### config.mk
export PLATFORM = sky130hd
export DESIGN_NAME = hsv_to_rgb565_converter_unit
export DESIGN_NICKNAME = d
export VERILOG_FILES = /design/src/design/hsv565_pkg.sv /design/src/design/hsv_to_rgb565_converter_unit.sv
export SDC_FILE = /design/constraint.sdc
export NUM_CORES = 2
export LEC_CHECK = 0
export ABC_AREA = 1
export ABC_CLOCK_PERIOD_IN_PS = 8180
export BUFFER_PORTS_ARGS = -buffer_cell sky130_fd_sc_hd__buf_2
export CAP_MARGIN = 30
export CORE_AREA = 2 2 269 271
export CTS_CLUSTER_SIZE = 28
export DETAILED_ROUTE_END_ITERATION = 12
export DIE_AREA = 0 0 271 273
export PLACE_DENSITY = 0.73
export SYNTH_ARGS = -nofsm -noshare
export SYNTH_HDL_FRONTEND = slang
export SYNTH_SLANG_ARGS = --single-unit
### constraint.sdc
create_clock -name i_clk -period 8.18 [get_ports i_clk]
set_clock_uncertainty 0.05 [all_clocks]
set_input_delay 0.409 -clock i_clk [delete_from_list [all_inputs] [get_ports i_clk]]
set_output_delay 0.409 -clock i_clk [all_outputs]
set_load 0.02 [all_outputs]
### src/design/hsv565_pkg.sv
// Shared types and constants for the HSV to RGB565 converter.
// No dependencies; the top level and its checker use it.
package hsv565_pkg;

    // Field widths.
    localparam int HUE_W   = 12;
    localparam int BYTE_W  = 8;
    localparam int DEG_W   = 9;
    localparam int REM_W   = 6;
    localparam int SPAN_W  = 14;
    localparam int NUM_W   = 22;
    localparam int PNUM_W  = 16;
    localparam int PIXEL_W = 16;
    localparam int IN_W    = 32;

    // Geometry of the hue circle.
    localparam int CIRCLE_DEG = 360;
    localparam int SECTOR_DEG = 60;
    localparam int MAX_WRAPS  = ((1 << HUE_W) - 1) / CIRCLE_DEG;
    localparam int SECTORS    = CIRCLE_DEG / SECTOR_DEG;

    // Divisors and their truncated reciprocals.
    localparam int FULL_SCALE = 255;
    localparam int FRAC_SCALE = FULL_SCALE * SECTOR_DEG;
    localparam int SHIFT_Q    = 32;
    localparam longint RECIP_Q = (64'd1 << SHIFT_Q) / FRAC_SCALE;
    localparam int RECIP_Q_W  = 19;
    localparam int SHIFT_P    = 16;
    localparam int RECIP_P    = (1 << SHIFT_P) / FULL_SCALE;
    localparam int RECIP_P_W  = 9;
    localparam int PROD_Q_W   = NUM_W + RECIP_Q_W;
    localparam int PROD_P_W   = PNUM_W + RECIP_P_W;
    localparam int RQ_W       = 15;
    localparam int RP_W       = 9;

    // Pipeline depth from input register to output register.
    localparam int STAGES = 7;

    // Color wheel sectors, 60 degrees each.
    typedef enum logic [2:0] {
        SEC_RED_YEL  = 3'd0,
        SEC_YEL_GRN  = 3'd1,
        SEC_GRN_CYAN = 3'd2,
        SEC_CYAN_BLU = 3'd3,
        SEC_BLU_MAG  = 3'd4,
        SEC_MAG_RED  = 3'd5
    } t_sector;

endpackage

### src/design/hsv_to_rgb565_converter_unit.sv
// Top level of the HSV to RGB565 converter: a seven-stage pipeline.
// Depends on hsv565_pkg.
//
// An accepted input item passes through the stage registers 1 to 7 in order to become its result item.
// Throughput: one item per cycle while the output is not stalled; the stage chain with a multiplier per lane sets this.
// Each stage holds its item while the stage after it is full and not moving,
// so a bubble anywhere is filled and a stall loses nothing.
// Reset (synchronous, active low) clears all stage valid bits; data registers keep values.
module hsv_to_rgb565_converter_unit (
    input  logic        i_clk,
    input  logic        i_rst_n,
    input  logic        i_s_tvalid,
    output logic        o_s_tready,
    input  logic [31:0] i_s_tdata,   // hue [11:0], saturation [19:12], value [27:20], zero [31:28]
    output logic        o_m_tvalid,
    input  logic        i_m_tready,
    output logic [15:0] o_m_tdata    // pixel [15:0]
);

    localparam int N = hsv565_pkg::STAGES;

    // Per-stage valid bits and the ready chain running back from the output.
    logic [N:1]   r_vld;
    logic [N+1:1] w_rdy;

    always_comb begin
        w_rdy[N+1] = i_m_tready;
        for (int k = N; k >= 1; k--) begin
            w_rdy[k] = !r_vld[k] || w_rdy[k+1];
        end
    end

    always_ff @(posedge i_clk) begin
        if (!i_rst_n) begin
            r_vld <= '0;
        end else begin
            if (w_rdy[1]) begin
                r_vld[1] <= i_s_tvalid;
            end
            for (int k = 2; k <= N; k++) begin
                if (w_rdy[k]) begin
                    r_vld[k] <= r_vld[k-1];
                end
            end
        end
    end

    assign o_s_tready = w_rdy[1];
    assign o_m_tvalid = r_vld[N];

    // Unpack the input item.
    logic [hsv565_pkg::HUE_W-1:0]  w_hue;
    logic [hsv565_pkg::BYTE_W-1:0] w_sat;
    logic [hsv565_pkg::BYTE_W-1:0] w_val;

    assign w_hue = i_s_tdata[11:0];
    assign w_sat = i_s_tdata[19:12];
    assign w_val = i_s_tdata[27:20];

    // Stage 1: reduce the hue modulo 360 by comparing it against every multiple
    // of the full circle that a 12-bit hue can reach.
    logic [hsv565_pkg::DEG_W-1:0]  n_s1_deg;
    logic [hsv565_pkg::DEG_W-1:0]  r_s1_deg;
    logic [hsv565_pkg::BYTE_W-1:0] r_s1_sat;
    logic [hsv565_pkg::BYTE_W-1:0] r_s1_val;

    always_comb begin
        n_s1_deg = w_hue[hsv565_pkg::DEG_W-1:0];
        for (int i = 1; i <= hsv565_pkg::MAX_WRAPS; i++) begin
            if (w_hue >= hsv565_pkg::HUE_W'(hsv565_pkg::CIRCLE_DEG * i)) begin
                n_s1_deg = hsv565_pkg::DEG_W'(w_hue -
                           hsv565_pkg::HUE_W'(hsv565_pkg::CIRCLE_DEG * i));
            end
        end
    end

    always_ff @(posedge i_clk) begin
        if (w_rdy[1]) begin
            r_s1_deg <= n_s1_deg;
            r_s1_sat <= w_sat;
            r_s1_val <= w_val;
        end
    end

    // Stage 2: split the angle into a sector and the remainder within it.
    hsv565_pkg::t_sector           n_s2_sec;
    logic [hsv565_pkg::REM_W-1:0]  n_s2_rem;
    hsv565_pkg::t_sector           r_s2_sec;
    logic [hsv565_pkg::REM_W-1:0]  r_s2_rem;
    logic [hsv565_pkg::BYTE_W-1:0] r_s2_sat;
    logic [hsv565_pkg::BYTE_W-1:0] r_s2_val;

    always_comb begin
        n_s2_sec = hsv565_pkg::SEC_RED_YEL;
        n_s2_rem = r_s1_deg[hsv565_pkg::REM_W-1:0];
        for (int i = 1; i < hsv565_pkg::SECTORS; i++) begin
            if (r_s1_deg >= hsv565_pkg::DEG_W'(hsv565_pkg::SECTOR_DEG * i)) begin
                n_s2_sec = hsv565_pkg::t_sector'(3'(i));
                n_s2_rem = hsv565_pkg::REM_W'(r_s1_deg -
                           hsv565_pkg::DEG_W'(hsv565_pkg::SECTOR_DEG * i));
            end
        end
    end

    always_ff @(posedge i_clk) begin
        if (w_rdy[2]) begin
            r_s2_sec <= n_s2_sec;
            r_s2_rem <= n_s2_rem;
            r_s2_sat <= r_s1_sat;
            r_s2_val <= r_s1_val;
        end
    end

    // Stage 3: saturation scaled by the falling and rising parts of the sector,
    // and the complement of saturation for the floor level.
    logic [hsv565_pkg::SPAN_W-1:0] r_s3_fall;
    logic [hsv565_pkg::SPAN_W-1:0] r_s3_rise;
    logic [hsv565_pkg::BYTE_W-1:0] r_s3_csat;
    hsv565_pkg::t_sector           r_s3_sec;
    logic [hsv565_pkg::BYTE_W-1:0] r_s3_val;

    always_ff @(posedge i_clk) begin
        if (w_rdy[3]) begin
            r_s3_fall <= hsv565_pkg::SPAN_W'(r_s2_sat) * hsv565_pkg::SPAN_W'(r_s2_rem);
            r_s3_rise <= hsv565_pkg::SPAN_W'(r_s2_sat) *
                         hsv565_pkg::SPAN_W'(hsv565_pkg::REM_W'(hsv565_pkg::SECTOR_DEG) -
                                             r_s2_rem);
            r_s3_csat <= hsv565_pkg::BYTE_W'(hsv565_pkg::FULL_SCALE) - r_s2_sat;
            r_s3_sec  <= r_s2_sec;
            r_s3_val  <= r_s2_val;
        end
    end

    // Stage 4: numerators of q, t and p, one multiplier per lane.
    logic [hsv565_pkg::NUM_W-1:0]  r_s4_nq;
    logic [hsv565_pkg::NUM_W-1:0]  r_s4_nt;
    logic [hsv565_pkg::PNUM_W-1:0] r_s4_np;
    hsv565_pkg::t_sector           r_s4_sec;
    logic [hsv565_pkg::BYTE_W-1:0] r_s4_val;

    always_ff @(posedge i_clk) begin
        if (w_rdy[4]) begin
            r_s4_nq  <= hsv565_pkg::NUM_W'(r_s3_val) *
                        hsv565_pkg::NUM_W'(hsv565_pkg::SPAN_W'(hsv565_pkg::FRAC_SCALE) - r_s3_fall);
            r_s4_nt  <= hsv565_pkg::NUM_W'(r_s3_val) *
                        hsv565_pkg::NUM_W'(hsv565_pkg::SPAN_W'(hsv565_pkg::FRAC_SCALE) - r_s3_rise);
            r_s4_np  <= hsv565_pkg::PNUM_W'(r_s3_val) * hsv565_pkg::PNUM_W'(r_s3_csat);
            r_s4_sec <= r_s3_sec;
            r_s4_val <= r_s3_val;
        end
    end

    // Stage 5: quotient estimates by multiplying with truncated reciprocals.
    // The estimate is the true quotient or one less.
    logic [hsv565_pkg::PROD_Q_W-1:0] w_prod_q;
    logic [hsv565_pkg::PROD_Q_W-1:0] w_prod_t;
    logic [hsv565_pkg::PROD_P_W-1:0] w_prod_p;
    logic [hsv565_pkg::BYTE_W-1:0]   r_s5_eq;
    logic [hsv565_pkg::BYTE_W-1:0]   r_s5_et;
    logic [hsv565_pkg::BYTE_W-1:0]   r_s5_ep;
    logic [hsv565_pkg::NUM_W-1:0]    r_s5_nq;
    logic [hsv565_pkg::NUM_W-1:0]    r_s5_nt;
    logic [hsv565_pkg::PNUM_W-1:0]   r_s5_np;
    hsv565_pkg::t_sector             r_s5_sec;
    logic [hsv565_pkg::BYTE_W-1:0]   r_s5_val;

    assign w_prod_q = hsv565_pkg::PROD_Q_W'(r_s4_nq) *
                      hsv565_pkg::PROD_Q_W'(hsv565_pkg::RECIP_Q);
    assign w_prod_t = hsv565_pkg::PROD_Q_W'(r_s4_nt) *
                      hsv565_pkg::PROD_Q_W'(hsv565_pkg::RECIP_Q);
    assign w_prod_p = hsv565_pkg::PROD_P_W'(r_s4_np) *
                      hsv565_pkg::PROD_P_W'(hsv565_pkg::RECIP_P);

    always_ff @(posedge i_clk) begin
        if (w_rdy[5]) begin
            r_s5_eq  <= w_prod_q[hsv565_pkg::SHIFT_Q +: hsv565_pkg::BYTE_W];
            r_s5_et  <= w_prod_t[hsv565_pkg::SHIFT_Q +: hsv565_pkg::BYTE_W];
            r_s5_ep  <= w_prod_p[hsv565_pkg::SHIFT_P +: hsv565_pkg::BYTE_W];
            r_s5_nq  <= r_s4_nq;
            r_s5_nt  <= r_s4_nt;
            r_s5_np  <= r_s4_np;
            r_s5_sec <= r_s4_sec;
            r_s5_val <= r_s4_val;
        end
    end

    // Stage 6: remainders left by the estimates; each is below twice its divisor.
    logic [hsv565_pkg::NUM_W-1:0]  w_diff_q;
    logic [hsv565_pkg::NUM_W-1:0]  w_diff_t;
    logic [hsv565_pkg::PNUM_W-1:0] w_diff_p;
    logic [hsv565_pkg::RQ_W-1:0]   r_s6_rq;
    logic [hsv565_pkg::RQ_W-1:0]   r_s6_rt;
    logic [hsv565_pkg::RP_W-1:0]   r_s6_rp;
    logic [hsv565_pkg::BYTE_W-1:0] r_s6_eq;
    logic [hsv565_pkg::BYTE_W-1:0] r_s6_et;
    logic [hsv565_pkg::BYTE_W-1:0] r_s6_ep;
    hsv565_pkg::t_sector           r_s6_sec;
    logic [hsv565_pkg::BYTE_W-1:0] r_s6_val;

    assign w_diff_q = r_s5_nq - hsv565_pkg::NUM_W'(r_s5_eq) *
                      hsv565_pkg::NUM_W'(hsv565_pkg::FRAC_SCALE);
    assign w_diff_t = r_s5_nt - hsv565_pkg::NUM_W'(r_s5_et) *
                      hsv565_pkg::NUM_W'(hsv565_pkg::FRAC_SCALE);
    assign w_diff_p = r_s5_np - hsv565_pkg::PNUM_W'(r_s5_ep) *
                      hsv565_pkg::PNUM_W'(hsv565_pkg::FULL_SCALE);

    always_ff @(posedge i_clk) begin
        if (w_rdy[6]) begin
            r_s6_rq  <= w_diff_q[hsv565_pkg::RQ_W-1:0];
            r_s6_rt  <= w_diff_t[hsv565_pkg::RQ_W-1:0];
            r_s6_rp  <= w_diff_p[hsv565_pkg::RP_W-1:0];
            r_s6_eq  <= r_s5_eq;
            r_s6_et  <= r_s5_et;
            r_s6_ep  <= r_s5_ep;
            r_s6_sec <= r_s5_sec;
            r_s6_val <= r_s5_val;
        end
    end

    // Stage 7: correct the quotients, route the levels by sector and pack
    // the top 5, 6 and 5 bits of red, green and blue.
    logic [hsv565_pkg::BYTE_W-1:0]  w_q;
    logic [hsv565_pkg::BYTE_W-1:0]  w_t;
    logic [hsv565_pkg::BYTE_W-1:0]  w_p;
    logic [hsv565_pkg::BYTE_W-1:0]  w_red;
    logic [hsv565_pkg::BYTE_W-1:0]  w_grn;
    logic [hsv565_pkg::BYTE_W-1:0]  w_blu;
    logic [hsv565_pkg::PIXEL_W-1:0] r_s7_pixel;

    assign w_q = r_s6_eq + hsv565_pkg::BYTE_W'(r_s6_rq >= hsv565_pkg::RQ_W'(hsv565_pkg::FRAC_SCALE));
    assign w_t = r_s6_et + hsv565_pkg::BYTE_W'(r_s6_rt >= hsv565_pkg::RQ_W'(hsv565_pkg::FRAC_SCALE));
    assign w_p = r_s6_ep + hsv565_pkg::BYTE_W'(r_s6_rp >= hsv565_pkg::RP_W'(hsv565_pkg::FULL_SCALE));

    always_comb begin
        unique case (r_s6_sec)
            hsv565_pkg::SEC_RED_YEL: begin
                w_red = r_s6_val; w_grn = w_t;      w_blu = w_p;
            end
            hsv565_pkg::SEC_YEL_GRN: begin
                w_red = w_q;      w_grn = r_s6_val; w_blu = w_p;
            end
            hsv565_pkg::SEC_GRN_CYAN: begin
                w_red = w_p;      w_grn = r_s6_val; w_blu = w_t;
            end
            hsv565_pkg::SEC_CYAN_BLU: begin
                w_red = w_p;      w_grn = w_q;      w_blu = r_s6_val;
            end
            hsv565_pkg::SEC_BLU_MAG: begin
                w_red = w_t;      w_grn = w_p;      w_blu = r_s6_val;
            end
            default: begin
                w_red = r_s6_val; w_grn = w_p;      w_blu = w_q;
            end
        endcase
    end

    always_ff @(posedge i_clk) begin
        if (w_rdy[7]) begin
            r_s7_pixel <= {w_red[7:3], w_grn[7:2], w_blu[7:3]};
        end
    end

    assign o_m_tdata = r_s7_pixel;

endmodule

==> impl_metrics.json <==
{
  "status": "finished clean",
  "maxSlewViolCount": 0,
  "detail-route-antenna-nets": 0,
  "drv_cap": 0,
  "cts_setup_buffers": 0,
  "r2r_cells": 25,
  "cts_sinks": 323,
  "drc": 0,
  "crit_type": "reg -> reg",
  "arrival_ns": 6.61,
  "crit_required_ns": 8.43,
  "fmax_mhz": 157,
  "htreeDepth": 2,
  "clockBufferDepth": 3,
  "dp_hpwl_um": 69000,
  "path_clk_slew_ns": 0.06,
  "worstSkewPairLatency_ns": 0.59,
  "layout_commonest_cell": "inv_1",
  "cts_buffers": 39,
  "yosysSeqAreaShare_pct": 23.9,
  "yosys.cell_types.count": 58,
  "fp.dieH_um": 273,
  "hold_violations": 0,
  "holdBufCountCts": 17,
  "startpoint_type": "register",
  "first_global_vias": 29800,
  "synth_seq_cells": 323,
  "cp_max_fo": 9,
  "post-route-min-period_ns": 6.36,
  "grt_pass1_wl_um": 144000,
  "hold_path.class": "in -> reg",
  "ctsResizeCount": 0,
  "whs_path_depth": 3,
  "area_growth_pct": 6.94,
  "crit_path_end_kind": "register",
  "setup_tns_ns": 0,
  "portBuffers": 49,
  "place_ws_ns": 1.83,
  "yosysWarningCount": 0,
  "synth_ff_type": "edfxtp_1",
  "antenna_found_initial": 0,
  "tritoncts": "done",
  "final_cell_mix": "1,167 x inv_1, 735 x nand2_1, 609 x ha_1",
  "grt_max_degree": 71,
  "grt_usage_pct": 23.8,
  "wl_per_cell_um": 15.2,
  "tightest_slew_ns": 0.996,
  "synth_fp_nets": 5617,
  "via_per_inst": 5.19,
  "avgSynthCellArea_um2": 8.89,
  "synth_edf_count": 316,
  "num_vias": 28900,
  "die_w_um": 271,
  "period_share_pct": 77.7,
  "initial_core_util_pct": 56.7,
  "dieArea_um2": 74000,
  "layout-drive-gt1-share_pct": 3.73,
  "core_area_um2": 71000,
  "postSynthCellCount": 4526,
  "diodes": 0,
  "async_flop_share_pct": 0,
  "relSlewSlack_pct": 33.6,
  "io_pins": 54,
  "fin_ws_ns": 1.82,
  "clockRootBuffer": "clkbuf_16",
  "first_pass_iters": 5,
  "syn_area_um2": 40200,
  "final_nets": 5674,
  "grt_overflow": 0,
  "whs_ns": 0.0386,
  "place_congestion": 0.956,
  "setup_violations": 0,
  "first_iter_violations": 1568,
  "rows": 98,
  "rsz0062_at_grt": "false",
  "drt_wl_total_um": 84600
}
worst max-delay path, stage by stage, from the launching register on:
cell      delay (ns)
edfxtp_1        0.62
inv_6           0.06
ha_1            0.22
inv_1           0.05
nand2_1         0.06
nand2_1         0.07
or2_1           0.11
or2_1           0.13
nand2_1         0.09
o21ai_1         0.17
inv_1           0.08
nor2_2          0.14
nand3_2         0.15
nor2_1          0.20
inv_1           0.09
fa_1            0.82
fa_1            0.55
fa_1            0.53
fa_1            0.58
inv_1           0.05
ha_1            0.32
inv_1           0.07
nor3_1          0.28
nand2_1         0.08
o311ai_0        0.37
xor2_1          0.12
final cells by class:
class | count | area (um^2)
multi-input combinational | 2956 | 25900
inverter | 1184 | 4450
sequential | 323 | 9630
fill | 6064 | 28000
tap | 950 | 1190
clock inverter | 28 | 330
timing repair buffer | 79 | 533
clock buffer | 43 | 991
per-layer routing:
layer / share of wire [%] / up-vias / wire length, um / GRT usage, %
met5: 0 / - / 0 / 0
met4: 3.4 / 0 / 2840 / 7.94
met3: 4.3 / 161 / 3680 / 3.01
met2: 48 / 593 / 40900 / 41.5
met1: 44 / 13900 / 37300 / 30.9
li1: - / 14200 / - / -
flip-flops by register name (all words and copies together), names as in the netlist, 9 cells and up:
register / flops
r_s4_nt: 21
r_s5_nq: 13
r_s4_nq: 22
r_s1_deg: 9
r_s6_rp: 9
r_s6_rt: 13
r_s4_np: 16
r_s5_nt: 13
r_s3_rise: 13
r_s6_rq: 13
r_s3_fall: 14
o_m_tdata: 16
r_s5_np: 9
through the flow:
stage	util (%)	instances	area, um^2
floorplan	-	4526	40200
global placement	58.5	5473	41500
detailed placement	58.5	5475	41500
CTS	60.6	5563	43000
global route	60.6	5563	43000
finish	60.6	5563	43000
cells in the mapped netlist, drive strengths merged (4+ instances only):
master      n  share of area (%)
a31oi      20               0.31
or2        18               0.28
nand3b      7               0.16
a211oi      6               0.11
xor2      119                2.6
o21a        7               0.13
nor3       25               0.31
nand4      33               0.53
o211ai     10               0.19
o21ai     108                1.3
a21oi     235                3.0
nor2      319                3.0
dfxtp       7               0.35
a21o       16               0.30
nand2     737                6.9
fa        446                 22
nor4        8               0.12
o2111ai    12               0.26
edfxtp    316                 24
buf         7              0.096
ha        609                 19
o31ai       4              0.075
nand3     115                1.5
inv      1183                 11
o21bai     13               0.24
xnor2      71                1.5
clkbuf     56               0.53
cell families after synthesis:
family          Yosys count  synth area share, %
simple gates           1267                 12.9
buf+inv                1247                 11.7
fa+ha+maj              1055                 41.1
compound gates          444                 6.20
flops                   323                 23.9
xor+xnor                190                 4.18
worst paths after layout:
check               start     endpoint  slack [ns]
min reg2reg   r_s5_val[3]  r_s6_val[3]        0.36
min            i_s_tvalid     r_vld[1]        0.04
max reg2reg  r_s3_fall[0]  r_s4_nq[21]        1.82
max          r_s3_fall[0]  r_s4_nq[21]        1.82
Power is not shown: default switching activity piles up to over one toggle a cycle in this logic, so the estimate is an artifact.
